## config.mk

```make
export PLATFORM = sky130hd
export DESIGN_NAME = xor_checksum_packet_codec
export DESIGN_NICKNAME = d
export VERILOG_FILES = /design/src/rtl/xcpc_pkg.sv /design/src/rtl/xcpc_regs.sv /design/src/rtl/xcpc_core.sv /design/src/rtl/xcpc_outbuf.sv /design/src/rtl/xor_checksum_packet_codec.sv
export SDC_FILE = /design/constraint.sdc
export NUM_CORES = 1
export LEC_CHECK = 0
export ABC_AREA = 1
export BUFFER_PORTS_ARGS = -buffer_cell sky130_fd_sc_hd__buf_2
export CORE_ASPECT_RATIO = 1.75
export CORE_UTILIZATION = 45
export CTS_CLUSTER_SIZE = 14
export DETAILED_ROUTE_END_ITERATION = 16
export HOLD_SLACK_MARGIN = 0.02
export RECOVER_POWER = 25
export SYNTH_ARGS = -nofsm -noshare
export SYNTH_HDL_FRONTEND = slang
export SYNTH_SLANG_ARGS = --single-unit
```

## constraint.sdc

```tcl
create_clock -name i_clk -period 6 [get_ports i_clk]
set_clock_uncertainty 0.2 [all_clocks]
set_input_delay 0.6 -clock i_clk [delete_from_list [all_inputs] [get_ports i_clk]]
set_output_delay 0.6 -clock i_clk [all_outputs]
set_load 0.005 [all_outputs]
```

## src/rtl/xcpc_pkg.sv

```systemverilog
// shared types and constants for the xor checksum packet codec
`timescale 1ns / 1ps

package xcpc_pkg;

    localparam int unsigned POS_W = 17;
    localparam logic [POS_W-1:0] POS_MAX = 17'h1FFFF;
    localparam logic [POS_W-1:0] HDR_LEN = 17'd5;
    localparam logic [POS_W-1:0] HDR_CODE_POS = 17'd3;
    localparam logic [POS_W-1:0] HDR_CHECK_POS = 17'd4;
    localparam logic [15:0] LEN_MAX = 16'hFFFF;

    localparam int unsigned ADDR_W = 4;
    localparam logic [1:0] REG_DIRECTION = 2'd0;
    localparam logic [1:0] REG_HEADER_CODE = 2'd1;
    localparam logic [1:0] REG_SCRAMBLE_CONSTANT = 2'd2;
    localparam logic [1:0] REG_MAX_PAYLOAD = 2'd3;

    localparam logic DIR_ENCODE = 1'b0;
    localparam logic [15:0] MAX_PAYLOAD_RESET = 16'd9995;

    typedef struct packed {
        logic [7:0] in_byte;
        logic       in_last;
        logic [7:0] random_byte;
    } t_in_item;

    typedef struct packed {
        logic [7:0]  out_byte;
        logic        byte_valid;
        logic        out_last;
        logic [7:0]  hdr_code;
        logic [15:0] payload_length;
        logic [7:0]  scramble_code;
        logic [7:0]  checksum_byte;
        logic        checksum_ok;
        logic        overflow;
    } t_out_item;

    typedef struct packed {
        logic        direction;
        logic [7:0]  header_code;
        logic [7:0]  scramble_constant;
        logic [15:0] max_payload;
        logic        clear_packet;
    } t_cfg;

endpackage

```

## src/rtl/xcpc_regs.sv

```systemverilog
// configuration register file behind the apb-style port
`timescale 1ns / 1ps

module xcpc_regs (
    input  logic                        i_clk,
    input  logic                        i_rst_n,
    input  logic                        psel,
    input  logic                        penable,
    input  logic                        pwrite,
    input  logic [xcpc_pkg::ADDR_W-1:0] paddr,
    input  logic [31:0]                 pwdata,
    output logic [31:0]                 prdata,
    output logic                        pready,
    output xcpc_pkg::t_cfg              o_cfg
);

    logic        r_direction;
    logic [7:0]  r_header_code;
    logic [7:0]  r_scramble_constant;
    logic [15:0] r_max_payload;
    logic        wr_en;
    logic [1:0]  reg_sel;

    assign pready  = 1'b1;
    assign wr_en   = psel & penable & pwrite;
    assign reg_sel = paddr[3:2];

    always_ff @(posedge i_clk) begin
        if (!i_rst_n) begin
            r_direction         <= xcpc_pkg::DIR_ENCODE;
            r_header_code       <= 8'd0;
            r_scramble_constant <= 8'd0;
            r_max_payload       <= xcpc_pkg::MAX_PAYLOAD_RESET;
        end else begin
            if (wr_en) begin
                case (reg_sel)
                    xcpc_pkg::REG_DIRECTION:         r_direction <= pwdata[0];
                    xcpc_pkg::REG_HEADER_CODE:       r_header_code <= pwdata[7:0];
                    xcpc_pkg::REG_SCRAMBLE_CONSTANT: r_scramble_constant <= pwdata[7:0];
                    xcpc_pkg::REG_MAX_PAYLOAD:       r_max_payload <= pwdata[15:0];
                    default: ;
                endcase
            end
        end
    end

    always_comb begin
        case (reg_sel)
            xcpc_pkg::REG_DIRECTION:         prdata = {31'd0, r_direction};
            xcpc_pkg::REG_HEADER_CODE:       prdata = {24'd0, r_header_code};
            xcpc_pkg::REG_SCRAMBLE_CONSTANT: prdata = {24'd0, r_scramble_constant};
            xcpc_pkg::REG_MAX_PAYLOAD:       prdata = {16'd0, r_max_payload};
            default:                         prdata = 32'd0;
        endcase
    end

    assign o_cfg.direction         = r_direction;
    assign o_cfg.header_code       = r_header_code;
    assign o_cfg.scramble_constant = r_scramble_constant;
    assign o_cfg.max_payload       = r_max_payload;
    // packet state clears at the same edge that writes the direction
    assign o_cfg.clear_packet      = wr_en && (reg_sel == xcpc_pkg::REG_DIRECTION);

endmodule

```

## src/rtl/xcpc_core.sv

```systemverilog
// per-item scramble, checksum and header logic with packet state
`timescale 1ns / 1ps

module xcpc_core (
    input  logic                 i_clk,
    input  logic                 i_rst_n,
    input  xcpc_pkg::t_cfg       i_cfg,
    input  logic                 i_accept,
    input  xcpc_pkg::t_in_item   i_item,
    output logic                 o_res_valid,
    output xcpc_pkg::t_out_item  o_res
);

    logic [xcpc_pkg::POS_W-1:0] r_pos, n_pos;
    logic [7:0]                 r_sum, n_sum;
    logic [7:0]                 r_code, n_code;
    logic [7:0]                 r_check, n_check;
    logic                       r_ovf, n_ovf;

    logic [xcpc_pkg::POS_W-1:0] pos_inc;
    logic [xcpc_pkg::POS_W-1:0] count;
    logic [7:0]                 data_byte;
    logic [xcpc_pkg::POS_W-1:0] max_ext;
    logic                       in_header;

    assign pos_inc   = (r_pos < xcpc_pkg::POS_MAX) ? r_pos + 1'b1 : r_pos;
    assign max_ext   = {1'b0, i_cfg.max_payload};
    assign in_header = (r_pos < xcpc_pkg::HDR_LEN);

    always_comb begin
        n_pos       = r_pos;
        n_sum       = r_sum;
        n_code      = r_code;
        n_check     = r_check;
        n_ovf       = r_ovf;
        o_res_valid = 1'b0;
        o_res       = '0;
        count       = pos_inc;
        data_byte   = i_item.in_byte;

        if (i_cfg.direction == xcpc_pkg::DIR_ENCODE) begin
            if (r_pos == '0) begin
                n_code = i_item.random_byte ^ i_cfg.scramble_constant;
            end
            n_sum       = r_sum + i_item.in_byte;
            n_pos       = pos_inc;
            n_ovf       = r_ovf | (pos_inc > max_ext);
            o_res_valid = 1'b1;
            o_res.out_byte      = i_item.in_byte ^ n_code;
            o_res.byte_valid    = 1'b1;
            o_res.out_last      = i_item.in_last;
            o_res.scramble_code = n_code;
            o_res.overflow      = n_ovf;
            if (i_item.in_last) begin
                o_res.hdr_code       = i_cfg.header_code;
                o_res.payload_length = pos_inc[16] ? xcpc_pkg::LEN_MAX : pos_inc[15:0];
                o_res.checksum_byte  = n_sum ^ n_code;
            end
        end else if (in_header) begin
            // header bytes: only the scramble code and the checksum are kept
            if (r_pos == xcpc_pkg::HDR_CODE_POS) begin
                n_code = i_item.in_byte;
            end
            if (r_pos == xcpc_pkg::HDR_CHECK_POS) begin
                n_check = i_item.in_byte;
            end
            n_pos = r_pos + 1'b1;
            if (i_item.in_last) begin
                o_res_valid         = 1'b1;
                o_res.out_last      = 1'b1;
                o_res.scramble_code = n_code;
                o_res.checksum_byte = n_check;
                o_res.checksum_ok   = (n_pos == xcpc_pkg::HDR_LEN) && (n_check == n_code);
            end
        end else begin
            data_byte   = i_item.in_byte ^ r_code;
            n_sum       = r_sum + data_byte;
            n_pos       = pos_inc;
            count       = pos_inc - xcpc_pkg::HDR_LEN;
            n_ovf       = r_ovf | (count > max_ext);
            o_res_valid = 1'b1;
            o_res.out_byte      = data_byte;
            o_res.byte_valid    = 1'b1;
            o_res.out_last      = i_item.in_last;
            o_res.scramble_code = r_code;
            o_res.overflow      = n_ovf;
            if (i_item.in_last) begin
                o_res.payload_length = count[16] ? xcpc_pkg::LEN_MAX : count[15:0];
                o_res.checksum_byte  = r_check;
                o_res.checksum_ok    = ((r_check ^ r_code) == n_sum);
            end
        end

        if (!i_accept) begin
            o_res_valid = 1'b0;
        end
    end

    always_ff @(posedge i_clk) begin
        if (!i_rst_n || i_cfg.clear_packet) begin
            r_pos   <= '0;
            r_sum   <= 8'd0;
            r_code  <= 8'd0;
            r_check <= 8'd0;
            r_ovf   <= 1'b0;
        end else if (i_accept) begin
            if (i_item.in_last) begin
                r_pos   <= '0;
                r_sum   <= 8'd0;
                r_code  <= 8'd0;
                r_check <= 8'd0;
                r_ovf   <= 1'b0;
            end else begin
                r_pos   <= n_pos;
                r_sum   <= n_sum;
                r_code  <= n_code;
                r_check <= n_check;
                r_ovf   <= n_ovf;
            end
        end
    end

endmodule

```

## src/rtl/xcpc_outbuf.sv

```systemverilog
// result register with a skid stage toward the output channel
`timescale 1ns / 1ps

module xcpc_outbuf (
    input  logic                 i_clk,
    input  logic                 i_rst_n,
    input  logic                 i_res_valid,
    input  xcpc_pkg::t_out_item  i_res,
    output logic                 o_space,
    output logic                 o_skid_full,
    output logic                 o_out_valid,
    input  logic                 i_out_ready,
    output xcpc_pkg::t_out_item  o_out_item
);

    logic                r_out_valid;
    xcpc_pkg::t_out_item r_out;
    logic                r_skid_valid;
    xcpc_pkg::t_out_item r_skid;
    logic                out_free;

    assign out_free = !r_out_valid || i_out_ready;

    always_ff @(posedge i_clk) begin
        if (!i_rst_n) begin
            r_out_valid  <= 1'b0;
            r_skid_valid <= 1'b0;
        end else if (out_free) begin
            if (r_skid_valid) begin
                r_out_valid  <= 1'b1;
                r_skid_valid <= 1'b0;
            end else begin
                r_out_valid <= i_res_valid;
            end
        end else if (i_res_valid) begin
            r_skid_valid <= 1'b1;
        end
    end

    always_ff @(posedge i_clk) begin
        if (out_free) begin
            r_out <= r_skid_valid ? r_skid : i_res;
        end else if (i_res_valid) begin
            r_skid <= i_res;
        end
    end

    // no new item while the skid stage holds a result
    assign o_space     = !r_skid_valid;
    assign o_skid_full = r_skid_valid;
    assign o_out_valid = r_out_valid;
    assign o_out_item  = r_out;

endmodule

```

## src/rtl/xor_checksum_packet_codec.sv

```systemverilog
// top level of the xor checksum packet codec
`timescale 1ns / 1ps

// Byte-stream packet codec: encode scrambles payload bytes with a per-packet
// code and appends header fields on the last result; decode strips a 5-byte
// header and descrambles and checks the payload. One item is taken per clock
// while the skid stage is empty: the scramble, 8-bit checksum add and length
// count sit between the input port and a result register, and a skid stage
// behind it keeps the input open for one more item while a result waits.
// Decode header bytes other than a frame's last byte give no result. Users are
// to write configuration through the apb-style port while idle; not enforced.
module xor_checksum_packet_codec (
    input  logic                        i_clk,
    input  logic                        i_rst_n,
    input  logic                        i_in_valid,
    output logic                        o_in_ready,
    input  xcpc_pkg::t_in_item          i_in_item,
    output logic                        o_out_valid,
    input  logic                        i_out_ready,
    output xcpc_pkg::t_out_item         o_out_item,
    input  logic                        psel,
    input  logic                        penable,
    input  logic                        pwrite,
    input  logic [xcpc_pkg::ADDR_W-1:0] paddr,
    input  logic [31:0]                 pwdata,
    output logic [31:0]                 prdata,
    output logic                        pready
);

    xcpc_pkg::t_cfg      cfg;
    xcpc_pkg::t_out_item res;
    logic                res_valid;
    logic                accept;
    logic                skid_full;

    assign accept = i_in_valid & o_in_ready;

    xcpc_regs u_regs (
        .i_clk   (i_clk),
        .i_rst_n (i_rst_n),
        .psel    (psel),
        .penable (penable),
        .pwrite  (pwrite),
        .paddr   (paddr),
        .pwdata  (pwdata),
        .prdata  (prdata),
        .pready  (pready),
        .o_cfg   (cfg)
    );

    xcpc_core u_core (
        .i_clk       (i_clk),
        .i_rst_n     (i_rst_n),
        .i_cfg       (cfg),
        .i_accept    (accept),
        .i_item      (i_in_item),
        .o_res_valid (res_valid),
        .o_res       (res)
    );

    xcpc_outbuf u_outbuf (
        .i_clk       (i_clk),
        .i_rst_n     (i_rst_n),
        .i_res_valid (res_valid),
        .i_res       (res),
        .o_space     (o_in_ready),
        .o_skid_full (skid_full),
        .o_out_valid (o_out_valid),
        .i_out_ready (i_out_ready),
        .o_out_item  (o_out_item)
    );

    a_skid_implies_out: assert property (@(posedge i_clk) disable iff (!i_rst_n)
        skid_full |-> o_out_valid)
        else $error("skid stage holds a result while the output register is empty");

    a_stall_fills_skid: assert property (@(posedge i_clk) disable iff (!i_rst_n)
        (o_out_valid && !i_out_ready && res_valid) |=> skid_full)
        else $error("result produced during a stall was not kept in the skid stage");

    a_headerless_is_last: assert property (@(posedge i_clk) disable iff (!i_rst_n)
        (o_out_valid && !o_out_item.byte_valid) |-> o_out_item.out_last)
        else $error("result without a payload byte must close the frame");

    a_result_needs_accept: assert property (@(posedge i_clk) disable iff (!i_rst_n)
        res_valid |-> accept)
        else $error("result produced without an accepted item");

endmodule

```

Word-level counts from Yosys, hierarchy flattened
Index checks and enable logic that the tools add are counted.
W data, S select, Z words.
{"block": "word_totals", "reg_bits": 181, "in_bits": 60, "output_inout_bits": 87}
{"block": "op_classes", "add_sub_neg": 4, "order_cmp": 4, "eq_ne": 10, "n_mux": 48, "bitwise_logic": 12, "n_reduce_logical": 20}
{"operator": "$mux W8", "n": 19}
{"operator": "$pmux W32 S4", "n": 1}
{"operator": "$mux W17", "n": 6}
{"operator": "$mux W16", "n": 4}
{"operator": "$mux W52", "n": 1}
{"operator": "$xor A8 B8 Y8", "n": 5}
{"operator": "$eq A17 B3 Y1 const B", "n": 2}
{"operator": "$gt A17 B16 Y1", "n": 2}
{"operator": "$mux W32", "n": 1}
{"operator": "$mux W24", "n": 1}
{"operator": "$mux W9", "n": 2}
{"operator": "$add A17 B1 Y17 const B", "n": 1}
{"operator": "$eq A17 B2 Y1 const B", "n": 1}
{"operator": "$logic_not A17 Y1", "n": 1}
{"operator": "$lt A17 B17 Y1 const B", "n": 1}
{"operator": "$lt A17 B3 Y1 const B", "n": 1}
{"operator": "$sub A17 B3 Y17 const B", "n": 1}
{"operator": "$add A8 B8 Y8", "n": 2}
{"operator": "$eq A8 B8 Y1", "n": 2}
{"operator": "$reduce_and A2 Y1", "n": 7}
{"operator": "$mux W1", "n": 12}
{"operator": "$mux W10", "n": 1}
{"operator": "$eq A2 B2 Y1 const B", "n": 2}
{"operator": "$reduce_bool A2 Y1", "n": 2}
{"operator": "12 further kinds", "n": 20}

Logic depth before layout (Yosys ltp)
{"block": "logic_depth", "depth_word": 10, "mapped_depth": 31}

Hierarchy
A second synthesis with hierarchy kept.
{"block": "unflattened", "cells_unflattened": 1505, "area_unflattened_um2": 11562.3}
{"module": "xcpc_core", "n_inst": 1, "cells_per_inst": 952, "area_each_um2": 5899.4, "seq_area_each_um2": 840.8}
{"module": "xcpc_outbuf", "n_inst": 1, "cells_per_inst": 283, "area_each_um2": 3930.0, "seq_area_each_um2": 3163.0}
{"module": "xcpc_regs", "n_inst": 1, "cells_per_inst": 268, "area_each_um2": 1725.4, "seq_area_each_um2": 660.6}
{"module": "xor_checksum_packet_codec", "n_inst": 1, "cells_per_inst": 2, "area_each_um2": 7.5, "seq_area_each_um2": 0.0}

Least setup slack after synthesis
OpenSTA, ideal clock, no wires.
{"block": "synth_timing", "path_kind": "input port to flip-flop", "start": "in i_out_ready", "end": "reg u_outbuf.r_skid[0] (netlist bit) (enable)", "arrival_time_ns": 3.772, "t_required_ns": 5.338, "slack_ns": 1.566, "stages": 3, "n_path_buf": 0, "cell_sequence": "nor2_1 inv_1 nor2_1"}
{"block": "synth_between", "elab_chain_cells": 3}
{"element": "start: declaration", "line": "xor_checksum_packet_codec.sv:19", "source": "input logic i_out_ready,"}
{"element": "$logic_or A1 B1 Y1", "line": "xcpc_outbuf.sv:22", "source": "assign out_free = !r_out_valid || i_out_ready;"}
{"element": "named net u_outbuf.out_free", "line": "xcpc_outbuf.sv:20", "source": "logic out_free;"}
{"element": "$not A1 Y1 (no line)"}
{"element": "$reduce_and A2 Y1 (no line)"}
{"element": "end signal: assignment", "line": "xcpc_outbuf.sv:44", "source": "r_skid <= i_res;"}
{"element": "end: declaration", "line": "xcpc_outbuf.sv:19", "source": "xcpc_pkg::t_out_item r_skid;"}
The timed path passes the listed nets, and every way through them passes these cells.
A chain may end at the register's enable or synchronous reset.

Worst setup path after layout
{"block": "layout_timing", "start": "reg u_core.r_pos[2] (netlist bit)", "end": "reg u_outbuf.r_out, in the netlist u_outbuf.o_out_item[0], data pin"}
{"block": "layout_between", "elab_chain_cells": 8, "elab_cells_between_ends": 12, "classes_between": "add/sub: 2; order compare: 4; mux: 4; bitwise: 2"}
{"element": "start: declaration", "line": "xcpc_core.sv:14", "source": "logic [xcpc_pkg::POS_W-1:0] r_pos, n_pos;"}
{"element": "start signal: assignment", "line": "xcpc_core.sv:114", "source": "r_pos <= n_pos;"}
{"element": "$add A17 B1 Y17 or $lt A17 B17 Y1 (tied branches)", "line": "xcpc_core.sv:26", "source": "assign pos_inc = (r_pos < xcpc_pkg::POS_MAX) ? r_pos + 1'b1 : r_pos;"}
{"element": "$mux W17", "line": "xcpc_core.sv:26"}
{"element": "$sub A17 B3 Y17", "line": "xcpc_core.sv:79", "source": "count = pos_inc - xcpc_pkg::HDR_LEN;"}
{"element": "$gt A17 B16 Y1", "line": "xcpc_core.sv:80", "source": "n_ovf = r_ovf | (count > max_ext);"}
{"element": "$or A1 B1 Y1", "line": "xcpc_core.sv:80"}
{"element": "$mux W1", "line": "xcpc_core.sv:59", "source": "end else if (in_header) begin"}
{"element": "$mux W1 (*)", "line": "xcpc_core.sv:41", "source": "if (i_cfg.direction == xcpc_pkg::DIR_ENCODE) begin"}
{"element": "$mux W52 (*)", "line": "xcpc_outbuf.sv:42", "source": "r_out <= r_skid_valid ? r_skid : i_res;"}
{"element": "end signal: assignment", "line": "xcpc_outbuf.sv:42"}
{"element": "end: declaration", "line": "xcpc_outbuf.sv:17", "source": "xcpc_pkg::t_out_item r_out;"}
Mark *: on every way between the ends. The rest lies on a longest branch, timed or not.

==> metrics.md <==
| Metric | Value |
|---|---|
| Post-CTS Resized | `0` |
| Max stage delay cell, worst path | `dfxtp_1` |
| Dominant cell type by area after synthesis | `edfxtp_1` |
| Largest stage delay on the critical path | `400 ps` |
| Worst setup SP type | `flip-flop` |
| Initial Util | `0.4594` |
| Max VDD drop | `0.1788 mV` |
| Commonest cells after routing, fill and taps aside | `378 x nand2_1, 169 x inv_1, 133 x nor2_1` |
| CTS Hold Bufs | `0` |
| Drt first pass iters | `5` |
| Post-CTS Setup Bufs | `0` |
| Nets | `1674` |
| Worst Path Arrival | `4460 ps` |
| Final Cycle Share | `0.7457` |
| Share of layout cells above drive strength 1 | `0.1195` |
| CTS Sinks | `181` |
| Insertion delay to the later sink of the worst-skew pair | `450 ps` |
| Post-route ant nets | `0` |
| PwrDens | `231.4 nW/um2` |
| First-pass GRT wire length | `54.65 mm` |
| Status | `finished, violations left` |
| Diode count | `0` |
| Iteration-0 DRC Markers | `775` |
| Fmax achieved | `0.2235 GHz` |
| Class of the most critical setup path | `reg -> reg` |
| Fin Setup TNS | `0 ps` |
| Largest net degree at the start of global routing | `74` |
| Asr flop ratio synth | `0` |
| Clk root buf | `clkbuf_16` |
| Top-area cell type share of the netlist area | `0.2760` |
| Post-Syn Area | `11310 um2` |
| Fin. max-slew vios | `89` |
| Hold slack final | `167.1 ps` |
| RSZ-0062 raised after global routing | `false` |
| Worst setup EP type | `flip-flop` |
| Gate count after technology mapping | `1470` |
| Seq cells post-synth | `181` |
| EDFF count, synth | `104` |
| Port buffer count | `111` |
| Max-cap violations | `2` |
| Sequential area share after synthesis | `0.4123` |
| Ys Warns | `0` |
| # setup viols final | `0` |
| Via count | `10.18k` |
| Vias in the first global route | `9875` |
| WL/cell | `19.21 um` |
| Die area | `25800 um2` |
| Grt ovf | `0` |
| Area of the core | `24630 um2` |
| Register Area | `4666 um2` |
| Post-Syn Area per Cell | `7.696 um2` |
| Most used flip-flop cell after synthesis | `edfxtp_1` |
| Area contributors post-synth | `edfxtp_1 28%, dfxtp_1 14%, nand2_1 13%` |
| Final hold violations | `0` |
| DP HPWL | `27.60 mm` |
| Top cell by count, worst path | `nand2_1` |
| Area of the multi-input gates | `5679 um2` |
| Area grow syn2layout | `11.19%` |
| Worst min-delay path class | `in -> reg` |
| Critical Path RT | `5990 ps` |
| Final wirelength | `36.21 mm` |
| H-tree levels | `4` |
| Initial antenna violation count | `0` |
| Worst Path Max Fanout | `24` |
| CTS tree | `yes` |
| DRC viols | `0` |
| Vias per inst | `5.400` |
| Chip height | `211.8 um` |
| Core Rows | `76` |
| Worst-margin pin slew | `3581 ps` |
| Relative slew margins | `-1.387` |
| Tot GR Track Use | `0.2905` |
| I/O Pins | `147` |
| Yosys cell types | `57` |
| Chip width | `121.9 um` |
| Min Tclk post-route | `4474 ps` |
| P_leak | `5.684 nW` |
| Gpl congestion | `0.9367` |
| Clock Path Buffers | `2` |
| Total CTS buffers | `17` |
| Number of fill cells in the layout | `2520` |
| Failing checks | `capacitance limit, slew limit` |
| Clock transition at path regs | `70 ps` |
| Leading cell type in the layout, fill and taps excluded | `nand2_1` |
-- worst paths after layout --
check             slack, ps                                    to  depth (start not counted)                    startpoint
setup / recovery       1530      u_outbuf.o_out_item[0]$_DFFE_PP_                         28  u_core.r_pos[2]$_SDFFE_PP0P_
hold / removal          170  u_regs.r_max_payload[9]$_SDFFE_PN1P_                          3                     pwdata[9]
setup reg to reg       1530      u_outbuf.o_out_item[0]$_DFFE_PP_                         28  u_core.r_pos[2]$_SDFFE_PP0P_
hold reg to reg         280             u_core.r_ovf$_SDFFE_PP0P_                          2     u_core.r_ovf$_SDFFE_PP0P_
-- metrics by stage --
stage                     cell area [um2]  total power [mW]    util  setup slack (ps)  cells
after global routing                12580             3.030  0.5108              1241   1885
after floorplan                     11370             1.717       -              1566   1485
after global placement              12080             1.884  0.4904              1535   1854
after CTS                           12610             2.933  0.5120              1539   1885
after detailed placement            12080             1.889  0.4904              1551   1854
final                               12580             2.911  0.5108              1526   1885
-- final cells by class --
type	instances	area share
Inverter	181	0.05421
Tap cell	312	0.03103
Clock buffer	18	0.03412
Clock inverter	13	0.008156
Timing Repair Buffer	125	0.05013
Sequential cell	181	0.3709
Multi-Input combinational cell	1055	0.4515
-- flip-flops by register name, summed over array words and instances (netlist names) --
register and flops:
u_core.r_check 8, u_core.r_code 8, u_core.r_ovf 1, u_core.r_pos 17, u_core.r_sum 8, u_outbuf.o_out_item 52
u_outbuf.o_out_valid 1, u_outbuf.o_skid_full 1, u_outbuf.r_skid 52, u_regs.r_direction 1, u_regs.r_header_code 8, u_regs.r_max_payload 16
u_regs.r_scramble_constant 8
-- Yosys cell counts (all sizes together), types with 18 or more instances --
cell,n
buf,27
a21oi,90
clkbuf,41
xnor2,24
o211ai,20
xor2,31
nand2,389
o221ai,18
edfxtp,104
dfxtp,77
nand3,79
nand4,27
o21ai,104
inv,175
ha,51
nor2,140
-- cell families (layout without fill, tap and decap cells) --
logic type / after synthesis / in the layout / share of synthesized area
other: 2 / 17 / 0.0006638
and+or+nand+nor: 668 / 668 / 0.2551
xor gates and xnor gates: 55 / 55 / 0.04324
DFF: 181 / 181 / 0.4123
adders and majority gates: 53 / 53 / 0.05994
buffers and inverters: 249 / 337 / 0.09135
AOI/OAI and AO/OA: 262 / 262 / 0.1374
-- layer usage --
layer  up-vias  wire length, um  GRT usage  share of wire
li1       5055                -          -              -
met1      4694            12480     0.2802           0.34
met2       316            19540     0.5387           0.54
met3       114             1198    0.03906          0.033
met4         0             2998     0.2329          0.083
met5         -                0          0              0
-- worst max-delay path: cells and delay by family, from the launching register on --
kind,cells,cell delay (ps)
fa+ha+maj,2,520
buf+inv,2,150
compound gates,3,380
xor+xnor,1,300
flops,1,400
simple gates,20,2260
-- power breakdown --
part / total, mW / switching, mW / internal (mW)
clock network: 1.05 / 0.516 / 0.533
registers: 1.42 / 0.0271 / 1.39
logic: 0.446 / 0.297 / 0.149
(Power assumes the default switching activity.)
